`config.mk`:
```
export PLATFORM = sky130hd
export DESIGN_NAME = rtsp_request_header_parser_flat
export DESIGN_NICKNAME = d
export VERILOG_FILES = /design/src/rtl/core/rrhp_pkg.sv /design/src/rtl/core/rrhp_if.sv /design/src/rtl/core/rrhp_front.sv /design/src/rtl/core/rrhp_back.sv /design/src/rtl/core/rtsp_request_header_parser.sv /design/src/flat_wrapper.sv
export VERILOG_INCLUDE_DIRS = /design/src /design/src/rtl/core
export SDC_FILE = /design/constraint.sdc
export NUM_CORES = 1
export LEC_CHECK = 0
export ABC_AREA = 1
export BUFFER_PORTS_ARGS = -buffer_cell sky130_fd_sc_hd__buf_2
export CAP_MARGIN = 10
export CELL_PAD_IN_SITES_DETAIL_PLACEMENT = 0
export CELL_PAD_IN_SITES_GLOBAL_PLACEMENT = 1
export CORE_MARGIN = 1
export CORE_UTILIZATION = 35
export CTS_CLUSTER_DIAMETER = 50
export CTS_CLUSTER_SIZE = 28
export DETAILED_ROUTE_END_ITERATION = 7
export GPL_ROUTABILITY_DRIVEN = 1
export PLACE_DENSITY = 0.62
export SKIP_LAST_GASP = 1
export SLEW_MARGIN = 5
export SYNTH_ARGS = -nofsm -noshare
export SYNTH_HDL_FRONTEND = slang
export SYNTH_SLANG_ARGS = --single-unit
```
`constraint.sdc`:
```
create_clock -name clk -period 6.2 [get_ports clk]
set_clock_uncertainty 0.1 [all_clocks]
set_input_delay 1.24 -clock clk [delete_from_list [all_inputs] [get_ports clk]]
set_output_delay 1.24 -clock clk [all_outputs]
set_load 0.02 [all_outputs]
```
`src/rtl/core/rtsp_request_header_parser_assert.svh`:
```
// Assertion macros for the RTSP request header parser
`ifndef RTSP_REQUEST_HEADER_PARSER_ASSERT_SVH
`define RTSP_REQUEST_HEADER_PARSER_ASSERT_SVH
`ifndef ASSERT_OFF
`define RRHP_ASSERT_IMPL(lbl, clk, rstn, prop, msg) \
  lbl: assert property (@(posedge clk) disable iff (!rstn) prop) else $error(msg);
`define RRHP_ASSERT_NEXT(lbl, clk, rstn, ante, cons, msg) \
  lbl: assert property (@(posedge clk) disable iff (!rstn) (ante) |=> (cons)) else $error(msg);
`else
`define RRHP_ASSERT_IMPL(lbl, clk, rstn, prop, msg)
`define RRHP_ASSERT_NEXT(lbl, clk, rstn, ante, cons, msg)
`endif
`endif

```
`src/rtl/core/rrhp_pkg.sv`:
```
// ----------------------------------------------------------------------------
// rrhp_pkg
// Types, codes and the method name table of the RTSP request parser.
// ----------------------------------------------------------------------------
package rrhp_pkg;

  localparam int LENGTH_BITS = 16;
  localparam int NUM_NAMES   = 12;
  localparam int NAME_MAX    = 13;
  localparam int NAME_BITS   = 8 * NAME_MAX;
  localparam logic [LENGTH_BITS-1:0] COUNT_MAX = '1;

  // Queue between front and back
  localparam int QUEUE_DEPTH = 2;
  localparam int QPTR_BITS   = $clog2(QUEUE_DEPTH);
  localparam int QCNT_BITS   = $clog2(QUEUE_DEPTH + 1);

  typedef enum logic [4:0] {
    ST_BEGIN, ST_METHOD, ST_URL_START, ST_URL, ST_VER_START, ST_VER_R,
    ST_VER_RT, ST_VER_RTS, ST_VER_RTSP, ST_VER_MAJOR, ST_VER_DOT,
    ST_VER_MINOR, ST_LINE_START, ST_LINE_DONE, ST_END_START, ST_END,
    ST_FIELD, ST_VALUE_START, ST_VALUE, ST_VALUE_LINE_DONE
  } parse_state_t;

  typedef enum logic [2:0] {
    EV_NONE, EV_BEGIN, EV_METHOD, EV_URL, EV_FIELD, EV_VALUE, EV_COMPLETE,
    EV_ERROR
  } event_t;

  typedef struct packed {
    logic [7:0] byte_in;
    logic       restart;
  } req_t;

  typedef struct packed {
    logic [2:0]  event_res;
    logic [15:0] token_length;
    logic [3:0]  method_code;
    logic [3:0]  version_major;
    logic [3:0]  version_minor;
    logic        in_error;
  } res_t;

  // Classified request passed from front to back
  typedef struct packed {
    logic [7:0] ch;
    logic       restart;
    logic       is_sp;
    logic       is_cr;
    logic       is_lf;
    logic       is_colon;
    logic       is_digit;
    logic [NUM_NAMES-1:0] first;
  } cls_t;

  localparam int unsigned CH_SP    = 8'h20;
  localparam int unsigned CH_CR    = 8'h0d;
  localparam int unsigned CH_LF    = 8'h0a;
  localparam int unsigned CH_COLON = 8'h3a;

  function automatic logic [4:0] name_len(input int idx);
    case (idx)
      1: name_len = 5'd7;
      2: name_len = 5'd8;
      3: name_len = 5'd5;
      4: name_len = 5'd4;
      5: name_len = 5'd5;
      6: name_len = 5'd8;
      7: name_len = 5'd8;
      8: name_len = 5'd13;
      9: name_len = 5'd6;
      10: name_len = 5'd8;
      11: name_len = 5'd13;
      default: name_len = 5'd0;
    endcase
  endfunction

  // Method name as right-aligned bytes, last character lowest
  function automatic logic [NAME_BITS-1:0] name_bits(input int idx);
    case (idx)
      1: name_bits = NAME_BITS'("OPTIONS");
      2: name_bits = NAME_BITS'("DESCRIBE");
      3: name_bits = NAME_BITS'("SETUP");
      4: name_bits = NAME_BITS'("PLAY");
      5: name_bits = NAME_BITS'("PAUSE");
      6: name_bits = NAME_BITS'("TEARDOWN");
      7: name_bits = NAME_BITS'("ANNOUNCE");
      8: name_bits = NAME_BITS'({"GET_PARAM", "ETER"});
      9: name_bits = NAME_BITS'("RECORD");
      10: name_bits = NAME_BITS'("REDIRECT");
      11: name_bits = NAME_BITS'({"SET_PARAM", "ETER"});
      default: name_bits = '0;
    endcase
  endfunction

  // Character of a method name at a position, zero past its end
  function automatic logic [7:0] name_char(input int idx, input logic [3:0] pos);
    logic [NAME_BITS-1:0] s;
    logic [7:0] c;
    // left-align so that position p sits at a fixed byte lane
    s = name_bits(idx) << (8 * (NAME_MAX - int'(name_len(idx))));
    c = 8'h00;
    for (int p = 0; p < NAME_MAX; p++) begin
      if (pos == 4'(p)) begin
        c = s[8*(NAME_MAX-1-p) +: 8];
      end
    end
    name_char = c;
  endfunction

  function automatic logic [NUM_NAMES-1:0] first_mask(input logic [7:0] ch);
    case (ch)
      8'h4f: first_mask = 12'h002;
      8'h44: first_mask = 12'h004;
      8'h53: first_mask = 12'h808;
      8'h50: first_mask = 12'h030;
      8'h54: first_mask = 12'h040;
      8'h41: first_mask = 12'h080;
      8'h47: first_mask = 12'h100;
      8'h52: first_mask = 12'h600;
      default: first_mask = '0;
    endcase
  endfunction

endpackage

```
`src/rtl/core/rrhp_if.sv`:
```
// ----------------------------------------------------------------------------
// rrhp_if
// Valid/ready channel carrying one payload.
// ----------------------------------------------------------------------------
interface rrhp_if #(parameter type T = logic);
  logic valid;
  logic ready;
  T     data;
  modport source (output valid, output data, input ready);
  modport sink (input valid, input data, output ready);
endinterface

```
`src/rtl/core/rrhp_front.sv`:
```
// ----------------------------------------------------------------------------
// rrhp_front
// Accepts request bytes, classifies them and pushes them into a short queue.
// ----------------------------------------------------------------------------
module rrhp_front (
  input  logic           clk,
  input  logic           rst_n,
  input  logic           in_valid,
  output logic           in_ready,
  input  rrhp_pkg::req_t in_req,
  output logic           q_valid,
  input  logic           q_ready,
  output rrhp_pkg::cls_t q_data
);
  import rrhp_pkg::*;

  cls_t                 mem_r [QUEUE_DEPTH];
  logic [QPTR_BITS-1:0] wp_r, rp_r;
  logic [QCNT_BITS-1:0] cnt_r;
  cls_t                 cls;
  logic                 push, pop;

  always_comb begin
    cls.ch       = in_req.byte_in;
    cls.restart  = in_req.restart;
    cls.is_sp    = in_req.byte_in == 8'(CH_SP);
    cls.is_cr    = in_req.byte_in == 8'(CH_CR);
    cls.is_lf    = in_req.byte_in == 8'(CH_LF);
    cls.is_colon = in_req.byte_in == 8'(CH_COLON);
    cls.is_digit = in_req.byte_in >= 8'h30 && in_req.byte_in <= 8'h39;
    cls.first    = first_mask(in_req.byte_in);
  end

  assign in_ready = cnt_r != QCNT_BITS'(QUEUE_DEPTH);
  assign q_valid  = cnt_r != '0;
  assign q_data   = mem_r[rp_r];
  assign push     = in_valid && in_ready;
  assign pop      = q_valid && q_ready;

  always_ff @(posedge clk) begin
    if (push) begin
      mem_r[wp_r] <= cls;
    end
    if (!rst_n) begin
      wp_r  <= '0;
      rp_r  <= '0;
      cnt_r <= '0;
    end else begin
      if (push) wp_r <= (wp_r == QPTR_BITS'(QUEUE_DEPTH - 1)) ? '0 : wp_r + 1'b1;
      if (pop) rp_r <= (rp_r == QPTR_BITS'(QUEUE_DEPTH - 1)) ? '0 : rp_r + 1'b1;
      cnt_r <= cnt_r + QCNT_BITS'(push) - QCNT_BITS'(pop);
    end
  end
endmodule

```
`src/rtl/core/rrhp_back.sv`:
```
// ----------------------------------------------------------------------------
// rrhp_back
// Parse state machine and output register.
// ----------------------------------------------------------------------------
module rrhp_back (
  input  logic           clk,
  input  logic           rst_n,
  input  logic           q_valid,
  output logic           q_ready,
  input  rrhp_pkg::cls_t q_data,
  output logic           out_valid,
  input  logic           out_ready,
  output rrhp_pkg::res_t out_res
);
  import rrhp_pkg::*;

  parse_state_t           state_r, state_nxt;
  logic [NUM_NAMES-1:0]   mask_r, mask_nxt;
  logic [LENGTH_BITS-1:0] count_r, count_nxt, count_inc;
  logic [3:0]             method_r, method_nxt, major_r, major_nxt, minor_r, minor_nxt;
  logic                   err_r, err_nxt;
  event_t                 ev;
  logic [LENGTH_BITS-1:0] len;
  logic                   err;
  logic [NUM_NAMES-1:0]   keep;
  logic [3:0]             hit;
  logic                   step;
  logic                   ovalid_r;
  res_t                   res_r;
  parse_state_t           cur;
  logic                   eflag;
  logic [7:0]             ch;

  assign q_ready   = !ovalid_r || out_ready;
  assign step      = q_valid && q_ready;
  assign out_valid = ovalid_r;
  assign out_res   = res_r;
  assign ch        = q_data.ch;
  assign count_inc = (count_r == COUNT_MAX) ? count_r : count_r + 1'b1;

  // Method candidate pruning, all names in parallel
  always_comb begin
    keep = '0;
    hit  = 4'd0;
    for (int b = NUM_NAMES - 1; b >= 1; b--) begin
      if (mask_r[b]) begin
        if (q_data.is_sp && count_r == LENGTH_BITS'(name_len(b))) begin
          hit = 4'(b);
        end else if (count_r < LENGTH_BITS'(name_len(b)) &&
                     name_char(b, count_r[3:0]) == ch) begin
          keep[b] = 1'b1;
        end
      end
    end
  end

  always_comb begin
    cur        = q_data.restart ? ST_BEGIN : state_r;
    eflag      = q_data.restart ? 1'b0 : err_r;
    state_nxt  = cur;
    mask_nxt   = mask_r;
    count_nxt  = count_r;
    method_nxt = method_r;
    major_nxt  = major_r;
    minor_nxt  = minor_r;
    err_nxt    = eflag;
    ev         = EV_NONE;
    len        = '0;
    err        = 1'b0;
    if (!eflag) begin
      case (cur)
        ST_BEGIN: begin
          mask_nxt   = q_data.first;
          method_nxt = 4'd0;
          if (q_data.first == '0) begin
            err = 1'b1;
          end else begin
            ev        = EV_BEGIN;
            count_nxt = LENGTH_BITS'(1);
            state_nxt = ST_METHOD;
          end
        end
        ST_METHOD: begin
          if (hit != 4'd0) begin
            ev         = EV_METHOD;
            len        = count_r;
            method_nxt = hit;
            mask_nxt   = NUM_NAMES'(1) << hit;
            state_nxt  = ST_URL_START;
          end else if (keep == '0) begin
            mask_nxt = '0;
            err      = 1'b1;
          end else begin
            mask_nxt  = keep;
            count_nxt = count_inc;
          end
        end
        ST_URL_START: if (!q_data.is_sp) begin
          count_nxt = LENGTH_BITS'(1);
          state_nxt = ST_URL;
        end
        ST_URL: begin
          if (q_data.is_sp) begin
            ev        = EV_URL;
            len       = count_r;
            state_nxt = ST_VER_START;
          end else begin
            count_nxt = count_inc;
          end
        end
        ST_VER_START: if (!q_data.is_sp) begin
          if (ch != 8'h52) err = 1'b1;
          else state_nxt = ST_VER_R;
        end
        ST_VER_R: if (ch != 8'h54) err = 1'b1; else state_nxt = ST_VER_RT;
        ST_VER_RT: if (ch != 8'h53) err = 1'b1; else state_nxt = ST_VER_RTS;
        ST_VER_RTS: if (ch != 8'h50) err = 1'b1; else state_nxt = ST_VER_RTSP;
        ST_VER_RTSP: if (ch != 8'h2f) err = 1'b1; else state_nxt = ST_VER_MAJOR;
        ST_VER_MAJOR: begin
          if (!q_data.is_digit) err = 1'b1;
          else begin
            major_nxt = ch[3:0];
            state_nxt = ST_VER_DOT;
          end
        end
        ST_VER_DOT: if (ch != 8'h2e) err = 1'b1; else state_nxt = ST_VER_MINOR;
        ST_VER_MINOR: begin
          if (!q_data.is_digit) err = 1'b1;
          else begin
            minor_nxt = ch[3:0];
            state_nxt = ST_LINE_START;
          end
        end
        ST_LINE_START: begin
          if (q_data.is_cr) state_nxt = ST_LINE_DONE;
          else if (q_data.is_lf) state_nxt = ST_END_START;
        end
        ST_LINE_DONE, ST_VALUE_LINE_DONE: begin
          if (!q_data.is_lf) err = 1'b1;
          else state_nxt = ST_END_START;
        end
        ST_END_START: begin
          if (q_data.is_lf) begin
            ev        = EV_COMPLETE;
            state_nxt = ST_BEGIN;
          end else if (q_data.is_cr) begin
            state_nxt = ST_END;
          end else if (q_data.is_sp) begin
            err = 1'b1;
          end else begin
            count_nxt = LENGTH_BITS'(1);
            state_nxt = ST_FIELD;
          end
        end
        ST_END: begin
          if (!q_data.is_lf) err = 1'b1;
          else begin
            ev        = EV_COMPLETE;
            state_nxt = ST_BEGIN;
          end
        end
        ST_FIELD: begin
          if (q_data.is_cr || q_data.is_lf) begin
            err = 1'b1;
          end else if (q_data.is_colon) begin
            ev        = EV_FIELD;
            len       = count_r;
            state_nxt = ST_VALUE_START;
          end else begin
            count_nxt = count_inc;
          end
        end
        ST_VALUE_START: begin
          if (q_data.is_cr || q_data.is_lf) begin
            ev        = EV_VALUE;
            state_nxt = q_data.is_cr ? ST_VALUE_LINE_DONE : ST_END_START;
          end else if (!q_data.is_sp) begin
            count_nxt = LENGTH_BITS'(1);
            state_nxt = ST_VALUE;
          end
        end
        ST_VALUE: begin
          if (q_data.is_cr || q_data.is_lf) begin
            ev        = EV_VALUE;
            len       = count_r;
            state_nxt = q_data.is_cr ? ST_VALUE_LINE_DONE : ST_END_START;
          end else begin
            count_nxt = count_inc;
          end
        end
        default: err = 1'b1;
      endcase
      if (err) begin
        ev      = EV_ERROR;
        len     = '0;
        err_nxt = 1'b1;
      end
    end
  end

  always_ff @(posedge clk) begin
    if (step) begin
      res_r.event_res     <= ev;
      res_r.token_length  <= 16'(len);
      res_r.method_code   <= method_nxt;
      res_r.version_major <= major_nxt;
      res_r.version_minor <= minor_nxt;
      res_r.in_error      <= err_nxt;
    end
    if (!rst_n) begin
      state_r  <= ST_BEGIN;
      mask_r   <= '0;
      count_r  <= '0;
      method_r <= 4'd0;
      major_r  <= 4'd0;
      minor_r  <= 4'd0;
      err_r    <= 1'b0;
      ovalid_r <= 1'b0;
    end else begin
      if (step) begin
        state_r  <= state_nxt;
        mask_r   <= mask_nxt;
        count_r  <= count_nxt;
        method_r <= method_nxt;
        major_r  <= major_nxt;
        minor_r  <= minor_nxt;
        err_r    <= err_nxt;
        ovalid_r <= 1'b1;
      end else if (out_ready) begin
        ovalid_r <= 1'b0;
      end
    end
  end
endmodule

```
`src/rtl/core/rtsp_request_header_parser.sv`:
```
// ----------------------------------------------------------------------------
// rtsp_request_header_parser
// Byte-at-a-time RTSP request header parser with one event per byte.
// ----------------------------------------------------------------------------
// One byte is taken per cycle and yields one result while the output is not
// stalled; the sustained rate is one request per clock, set by the parse state
// update in the back stage. A two-entry queue separates classification from
// parsing, and each byte passes a queue entry and then the result register.
`include "rtsp_request_header_parser_assert.svh"
module rtsp_request_header_parser (
  input logic clk,
  input logic rst_n,
  rrhp_if.sink   in_ch,
  rrhp_if.source out_ch
);
  import rrhp_pkg::*;

  logic q_valid, q_ready;
  cls_t q_data;

  rrhp_front u_front (
    .clk(clk), .rst_n(rst_n),
    .in_valid(in_ch.valid), .in_ready(in_ch.ready), .in_req(in_ch.data),
    .q_valid(q_valid), .q_ready(q_ready), .q_data(q_data)
  );

  rrhp_back u_back (
    .clk(clk), .rst_n(rst_n),
    .q_valid(q_valid), .q_ready(q_ready), .q_data(q_data),
    .out_valid(out_ch.valid), .out_ready(out_ch.ready), .out_res(out_ch.data)
  );

  `RRHP_ASSERT_IMPL(a_err_event_flag, clk, rst_n, (out_ch.valid && out_ch.data.event_res == EV_ERROR) |-> out_ch.data.in_error, "error event without flag")
  `RRHP_ASSERT_IMPL(a_len_zero, clk, rst_n, (out_ch.valid && (out_ch.data.event_res == EV_NONE || out_ch.data.event_res == EV_BEGIN || out_ch.data.event_res == EV_COMPLETE || out_ch.data.event_res == EV_ERROR)) |-> out_ch.data.token_length == 16'd0, "length on non-token event")
  `RRHP_ASSERT_NEXT(a_out_hold, clk, rst_n, out_ch.valid && !out_ch.ready, out_ch.valid && $stable(out_ch.data), "stalled result changed")
endmodule

```
`src/flat_wrapper.sv`:
```
// flat-port wrapper written by rule: the top's interface ports become plain ports
module rtsp_request_header_parser_flat import rrhp_pkg::*;
  (clk, rst_n, in_ch_valid, in_ch_data, in_ch_ready, out_ch_valid, out_ch_data, out_ch_ready);
  rrhp_if #(.T(req_t)) in_ch_i ();
  rrhp_if #(.T(res_t)) out_ch_i ();
  input logic clk;
  input logic rst_n;
  input wire logic [$bits(in_ch_i.valid)-1:0] in_ch_valid;
  input wire logic [$bits(in_ch_i.data)-1:0] in_ch_data;
  output wire logic [$bits(in_ch_i.ready)-1:0] in_ch_ready;
  output wire logic [$bits(out_ch_i.valid)-1:0] out_ch_valid;
  output wire logic [$bits(out_ch_i.data)-1:0] out_ch_data;
  input wire logic [$bits(out_ch_i.ready)-1:0] out_ch_ready;
  assign in_ch_i.valid = in_ch_valid;
  assign in_ch_i.data = in_ch_data;
  assign in_ch_ready = in_ch_i.ready;
  assign out_ch_valid = out_ch_i.valid;
  assign out_ch_data = out_ch_i.data;
  assign out_ch_i.ready = out_ch_ready;
  rtsp_request_header_parser u_core (.clk(clk), .rst_n(rst_n), .in_ch(in_ch_i), .out_ch(out_ch_i));
endmodule
```
* Word-level counts from Yosys, hierarchy flattened
Memories as Yosys holds them, arrays and structs flattened. A register that Yosys moved wholly into a read port is not among the register bits. Cells that the tools add are included. W data, S select, Z words.
Storage, ports and cells: register bits after elaboration 83, bits in latches 0, memory bits (writable) 52, ROM bits 0, output and inout bits 34, word-level logic and storage cells 562, memories 1
Memory list:
- u_core.u_front.mem_r | depth 2, bits a word 26, read ports 1, clocked after Yosys merged registers in 1, write ports 1, RTL line rrhp_front.sv:17 | cls_t mem_r [QUEUE_DEPTH];
Operators by class: $add $sub $neg 16, multipliers 0, divide/modulo/power cells 0, $lt $le $gt $ge 13, equal/unequal tests 83, shift-type cells 12, multiplexer cells 373, bitwise logic cells 1, reductions and logical operators 46
Operators by type and width (number):
- $mux W104 | 22
- $mux W8 | 165
- $shl A104 B32 Y104 | 11
- $mux W5 | 60
- $mux W16 | 17
- $eq A16 B5 Y1 | 11
- $lt A16 B5 Y1 | 11
- $pmux W16 S8 | 1
- $mux W4 | 30
- $pmux W12 S8 | 1
- $pmux W5 S19 | 1
- $eq A8 B8 Y1 | 11
- $sub A4 B5 Y6 const A | 11
- $eq A8 B7 Y1 const B | 8
- $pmux W16 S4 | 1
- $mux W1 | 62
- $eq A5 B4 Y1 const B | 8
- $ne A8 B7 Y1 const B | 4
- $logic_and A1 B1 Y1 | 25
- $logic_not A12 Y1 | 2
- $mux W12 | 2
- $pmux W12 S2 | 1
- $ne A2 B2 Y1 const B | 11
- $eq A4 B4 Y1 const B | 5
- other kinds (36) | 63

* Logic depth before layout (Yosys ltp)
depth in word-level cells 34, mapped depth 23, depth with buffers taken out 22

* Cells and area by module
From an unflattened synthesis, not the netlist that was laid out.
Unflattened totals: cells, all modules 1347, area total of the unflattened synthesis 9389.0 um2
Modules (own cells, without submodules):
- rrhp_back | instances 1, cells each 1195, area each 7345.8 um2
- rrhp_front | instances 1, cells each 152, area each 2043.2 um2

* Worst setup path after synthesis
Ideal clock, no wire load.
path type input port to flip-flop, from input port out_ch_ready, to register u_core.u_front.cnt_r[1], library setup time 0.070 ns, arrival 3.677 ns, data required time 6.030 ns, setup slack 2.353 ns, stages on the path 9, buffers on the path 1, path through nor2_1 a21oi_1 clkbuf_1 ha_1 inv_1 ha_1 xor2_1 o21ai_0 a21oi_1
On the way: word-level cells in the longest chain between the ends 3
RTL lines:
- from (decl) | RTL line flat_wrapper.sv:13 | input wire logic [$bits(out_ch_i.ready)-1:0] out_ch_ready;
- $logic_or A1 B1 Y1 | RTL line rrhp_back.sv:34 | assign q_ready = !ovalid_r || out_ready;
- $logic_and A1 B1 Y1
- named net u_core.u_back.step | RTL line rrhp_back.sv:27 | logic step;
- $sub A2 B1 Y2 | RTL line rrhp_front.sv:51 | cnt_r <= cnt_r + QCNT_BITS'(push) - QCNT_BITS'(pop);
- to (signal assigned) | RTL line rrhp_front.sv:51
- to (decl) | RTL line rrhp_front.sv:19 | logic [QCNT_BITS-1:0] cnt_r;
The timed path passes the listed nets, and every way through them passes these cells. A chain may end at the register's enable or synchronous reset.

* Final worst setup path
from register u_core.u_back.count_r[2], to register u_core.u_back.res_r (netlist bit u_core.u_back.out_res[28]), data pin
On the way: word-level cells in the longest chain between the ends 29, elaborated cells between the ends (all ways) 297, those cells by class order compare (11); eq/ne (34); mux (226); reduce/logical (26)
RTL lines:
- from (decl) | RTL line rrhp_back.sv:19 | logic [LENGTH_BITS-1:0] count_r, count_nxt, count_inc;
- from (signal assigned) | RTL line rrhp_back.sv:223 | count_r <= count_nxt;
- $eq A16 B5 Y1 | RTL line rrhp_back.sv:47 | if (q_data.is_sp && count_r == LENGTH_BITS'(name_len(b))) begin
- $logic_and A1 B1 Y1 | RTL line rrhp_back.sv:47
- $mux W4 | RTL line rrhp_back.sv:47
- $mux W4 | RTL line rrhp_back.sv:46 | if (mask_r[b]) begin
- $mux W4 | RTL line rrhp_back.sv:47
- $mux W4 | RTL line rrhp_back.sv:46
- $mux W4 | RTL line rrhp_back.sv:47
- $mux W4 | RTL line rrhp_back.sv:46
- [13 not listed]
- $mux W4 | RTL line rrhp_back.sv:46
- $mux W4 | RTL line rrhp_back.sv:47
- $mux W4 | RTL line rrhp_back.sv:46
- $reduce_bool A4 Y1 | RTL line rrhp_back.sv:84 | if (hit != 4'd0) begin
- $mux W1 | RTL line rrhp_back.sv:84
- $pmux W1 S13 | RTL line rrhp_back.sv:71 | case (cur)
- $mux W1 | RTL line rrhp_back.sv:70 | if (!eflag) begin
- $reduce_or A2 Y1 (no source line)
- to (decl) | RTL line rrhp_back.sv:29 | res_t res_r;
Several ways; a longest one is shown, not always the timed one. The select of a mux whose other input is x is not followed.

==> load_flow_metrics.sql <==
INSERT INTO impl_metrics (metric_group, metric, value, unit) VALUES
('final_layout', 'utilization', '40.3', '%'),
('logic_synthesis', 'netlist_area', '9140', 'um2'),
('clocking', 'clkLatencyLatePin', '420', 'ps'),
('clocking', 'cts_inserted_buffers', '17', ''),
('logic_synthesis', 'synth.lib_cells_used.distinct', '52', ''),
('global_routing', 'grt_pass1_wl', '49.5', 'mm'),
('routing', 'remaining_drc_errors', '0', ''),
('clocking', 'path_clk_slew', '60', 'ps'),
('timing', 'final_critical_path_setup_slack', '1830', 'ps'),
('worst_setup_path', 'worstSetupStartpointType', 'flop', ''),
('final_layout', 'antennaDiodeCount', '0', ''),
('clocking', 'cts_resized', '0', ''),
('power', 'cellPowerDensity', '474', 'nW/um2'),
('logic_synthesis', 'synthDominantAreaCellType', 'sky130_fd_sc_hd__edfxtp_1', ''),
('worst_setup_path', 'regToRegEndpoint', 'u_core.u_back.out_res[28]$_SDFFCE_PP0P_', ''),
('clocking', 'cts.htree.levels', '4', ''),
('final_layout', 'area.sequential', '3300', 'um2'),
('logic_synthesis', 'netlist_top_cells_area', 'sky130_fd_sc_hd__edfxtp_1, sky130_fd_sc_hd__nand2_1, sky130_fd_sc_hd__dfxtp_1', ''),
('timing', 'setup-tns-final', '0', 'ps'),
('global_routing', 'grt_max_degree', '48', ''),
('worst_setup_path', 'critical_path_required', '6260', 'ps'),
('worst_setup_path', 'path_class', 'reg2reg', ''),
('hold_path', 'launch_point_of_the_worst_hold_path', 'u_core.u_front.rp_r$_SDFFE_PN0P_', ''),
('timing', 'fmax', '229', 'MHz'),
('logic_synthesis', 'dominantRegCellSynth', 'sky130_fd_sc_hd__edfxtp_1', ''),
('logic_synthesis', 'synth-edff-count', '76', ''),
('logic_synthesis', 'async_flop_share', '0', '%'),
('worst_setup_path', 'category_of_the_worst_setup_path_capture_point', 'flop', ''),
('die', 'placement_rows', '58', ''),
('global_routing', 'antenna_found_initial', '0', ''),
('routing', 'vias', '9314', ''),
('clocking', 'cts_sinks', '127', ''),
('clocking', 'cts_max_path_buffers', '2', ''),
('clocking', 'cts_setup_buffers', '0', ''),
('routing', 'drt-wirelength-per-cell', '18.2', 'um'),
('timing', 'final_count_of_pins_violating_max_slew', '0', ''),
('global_routing', 'overflow', '0', ''),
('routing', 'drt-initial-drc-count', '800', ''),
('power', 'power_leakage', '0.00470', 'uW'),
('run', 'drv.max_cap_violation_count', '0', ''),
('power', 'power.ir.vdd_worst', '333', 'uV'),
('logic_synthesis', 'synth_sequential_area_ratio', '36.1', '%'),
('outcome', 'run_status', 'finished, final reports clean', ''),
('placement', 'quantity_of_i_o_buffers_inserted_on_ports', '46', ''),
('clocking', 'clock_tree_from_tritoncts', 'done', ''),
('routing', 'drt_wl_total', '32.1', 'mm'),
('timing', 'timing.hold.ws', '352', 'ps'),
('logic_synthesis', 'synth_nets', '1410', ''),
('timing', 'relSlewSlack', '24.2', '%'),
('logic_synthesis', 'synth-warning-count', '0', ''),
('timing', 'final.period_utilization', '70.5', '%'),
('timing', 'setup_violations', '0', ''),
('die', 'dieWidth', '164', 'um'),
('die', 'floorplan.die_area', '26800', 'um2'),
('placement', 'placement.setup.worst_slack', '1940', 'ps'),
('placement', 'finalWeightedCongestion', '0.935', ''),
('timing', 'final.min_clock_period', '4370', 'ps'),
('worst_setup_path', 'reg2reg_setup_slack', '1830', 'ps'),
('logic_synthesis', 'ys_ff_latch', '127', ''),
('clocking', 'cts-hold-fix-buffers', '0', ''),
('worst_setup_path', 'critical_path_peak_fanout', '32', ''),
('die', 'start_util', '36.0', '%'),
('worst_setup_path', 'timing.reg2reg.worst_path_depth', '10', ''),
('worst_setup_path', 'timing.rr.start', 'u_core.u_back.count_r[2]$_SDFFE_PN0P_', ''),
('die', 'boundaryPins', '47', ''),
('final_layout', 'nets', '1438', ''),
('hold_path', 'hp-class', 'reg2reg', ''),
('global_routing', 'first_global_vias', '8672', ''),
('logic_synthesis', 'syn-instance-count', '1390', ''),
('timing', 'final-hold-violation-count', '0', ''),
('timing', 'rsz_0062_raised_after_global_routing', 'no', '');
logic make-up (layout without fill, tap and decap cells):
family | after synthesis | after routing | share of synthesized area, %
XOR/XNOR | 22 | 22 | 2.11
flip-flops | 127 | 127 | 36.1
AO/OA/AOI/OAI | 170 | 170 | 10.2
adder cells (fa/ha/maj) | 7 | 7 | 0.958
buffers and inverters | 226 | 267 | 10.3
multiplexers | 1 | 1 | 0.110
AND/OR/NAND/NOR | 837 | 837 | 40.2
routing by layer:
layer  vias to the layer above  GRT usage (%)  share of wire, %  routed length (um)
li1                       4615              -                 -                   -
met1                      4349           32.7                46               14700
met2                       284           39.3                46               14700
met3                        66           3.76               5.0                1610
met4                         0           10.4               3.6                1150
met5                         -              0                 0                   0
cell type report:
cell class | count | share of cell area, %
Multi-Input combinational cell | 1037 | 48.1
Sequential cell | 127 | 32.3
Inverter | 180 | 6.63
Clock buffer | 18 | 4.20
Tap cell | 330 | 4.04
Timing Repair Buffer | 55 | 2.89
Clock inverter | 14 | 1.86
critical path: stages (launching register included):
cell	delay [ps]
sky130_fd_sc_hd__dfxtp_1	690
sky130_fd_sc_hd__nand3_1	680
sky130_fd_sc_hd__buf_4	480
sky130_fd_sc_hd__nor3_1	350
sky130_fd_sc_hd__inv_1	140
sky130_fd_sc_hd__nand2_1	210
sky130_fd_sc_hd__nand4_2	180
sky130_fd_sc_hd__o21ai_4	560
sky130_fd_sc_hd__nand3_1	300
sky130_fd_sc_hd__nand3_4	330
sky130_fd_sc_hd__nor2_1	70
per-stage QoR:
step,cells,cell area (um2)
floorplan,1390,9140
global placement,1728,9600
detailed placement,1729,9610
CTS,1761,10200
global route,1761,10200
finish,1761,10200
cell usage in the layout, fill, tap and decap left out, types with 13 or more instances in the layout:
master	instances
sky130_fd_sc_hd__buf_2	47
sky130_fd_sc_hd__edfxtp_1	76
sky130_fd_sc_hd__nand2_1	397
sky130_fd_sc_hd__inv_1	162
sky130_fd_sc_hd__nor2_2	21
sky130_fd_sc_hd__nand3_1	145
sky130_fd_sc_hd__dfxtp_1	51
sky130_fd_sc_hd__a21oi_1	66
sky130_fd_sc_hd__clkbuf_16	17
sky130_fd_sc_hd__nor3_1	26
sky130_fd_sc_hd__inv_2	13
sky130_fd_sc_hd__xor2_1	19
sky130_fd_sc_hd__nand4_1	41
sky130_fd_sc_hd__o21ai_0	64
sky130_fd_sc_hd__nor2_1	171
synthesized netlist by cell type, types with 2 or more instances:
| master | n |
|---|---|
| sky130_fd_sc_hd__xnor2_1 | 3 |
| sky130_fd_sc_hd__nor2_1 | 173 |
| sky130_fd_sc_hd__nor2_2 | 19 |
| sky130_fd_sc_hd__nand3_1 | 145 |
| sky130_fd_sc_hd__o41ai_1 | 2 |
| sky130_fd_sc_hd__clkinv_1 | 4 |
| sky130_fd_sc_hd__buf_2 | 19 |
| sky130_fd_sc_hd__inv_1 | 162 |
| sky130_fd_sc_hd__inv_2 | 13 |
| sky130_fd_sc_hd__nand2_1 | 397 |
| sky130_fd_sc_hd__dfxtp_1 | 51 |
| sky130_fd_sc_hd__o211ai_1 | 3 |
| sky130_fd_sc_hd__buf_4 | 4 |
| sky130_fd_sc_hd__o22ai_1 | 4 |
| sky130_fd_sc_hd__o21ai_1 | 11 |
| sky130_fd_sc_hd__ha_1 | 7 |
| sky130_fd_sc_hd__buf_6 | 7 |
| sky130_fd_sc_hd__xor2_1 | 19 |
| sky130_fd_sc_hd__nor3_1 | 27 |
| sky130_fd_sc_hd__o2111ai_1 | 2 |
| sky130_fd_sc_hd__a21oi_1 | 67 |
| sky130_fd_sc_hd__nor2_4 | 3 |
| sky130_fd_sc_hd__o31ai_1 | 2 |
| sky130_fd_sc_hd__or2_2 | 8 |
| sky130_fd_sc_hd__clkbuf_1 | 15 |
| sky130_fd_sc_hd__o21bai_1 | 2 |
| sky130_fd_sc_hd__nand2_2 | 6 |
| sky130_fd_sc_hd__nand4_1 | 41 |
| sky130_fd_sc_hd__o21ai_0 | 64 |
| sky130_fd_sc_hd__nand3_2 | 5 |
| sky130_fd_sc_hd__nor4_1 | 4 |
| sky130_fd_sc_hd__a31oi_1 | 6 |
| sky130_fd_sc_hd__edfxtp_1 | 76 |
flip-flops by register name (all words and copies together), names as in the netlist, named ones only:
| signal | cells |
|---|---|
| u_core.u_back.count_r | 16 |
| u_core.u_back.err_r | 1 |
| u_core.u_back.method_r | 4 |
| u_core.u_back.state_r | 5 |
| u_core.u_back.out_res | 32 |
| u_core.u_front.cnt_r | 2 |
| u_core.u_back.out_valid | 1 |
| u_core.u_back.major_r | 4 |
| u_core.u_front.rp_r | 1 |
| u_core.u_back.mask_r | 11 |
| u_core.u_back.minor_r | 4 |
| u_core.u_front.mem_r | 44 |
| u_core.u_front.wp_r | 1 |
worst max-delay path by stage:
stage	cells after the start	slack [ps]	from	endpoint
2_1_floorplan	9	2350	out_ch_ready	u_core.u_front.cnt_r[1]$_SDFF_PN0_
3_3_place_gp	10	1900	u_core.u_back.count_r[2]$_SDFFE_PN0P_	u_core.u_back.out_res[14]$_SDFFCE_PP0P_
3_5_place_dp	10	1940	u_core.u_back.count_r[2]$_SDFFE_PN0P_	u_core.u_back.out_res[28]$_SDFFCE_PP0P_
4_1_cts	10	1920	u_core.u_back.count_r[2]$_SDFFE_PN0P_	u_core.u_back.out_res[28]$_SDFFCE_PP0P_
5_1_grt	18	1570	flop	u_core.u_back.out_res[13]$_SDFFCE_PP0P_
6_report	10	1830	u_core.u_back.count_r[2]$_SDFFE_PN0P_	u_core.u_back.out_res[28]$_SDFFCE_PP0P_
where the power goes:
group | switching, uW | total, uW | leakage (uW) | internal [uW]
logic | 1790 | 2440 | 0.00324 | 658
clock network | 412 | 1090 | 0.000302 | 674
registers | 124 | 1320 | 0.00115 | 1190
Note: power is estimated with default switching activity, not from simulation.
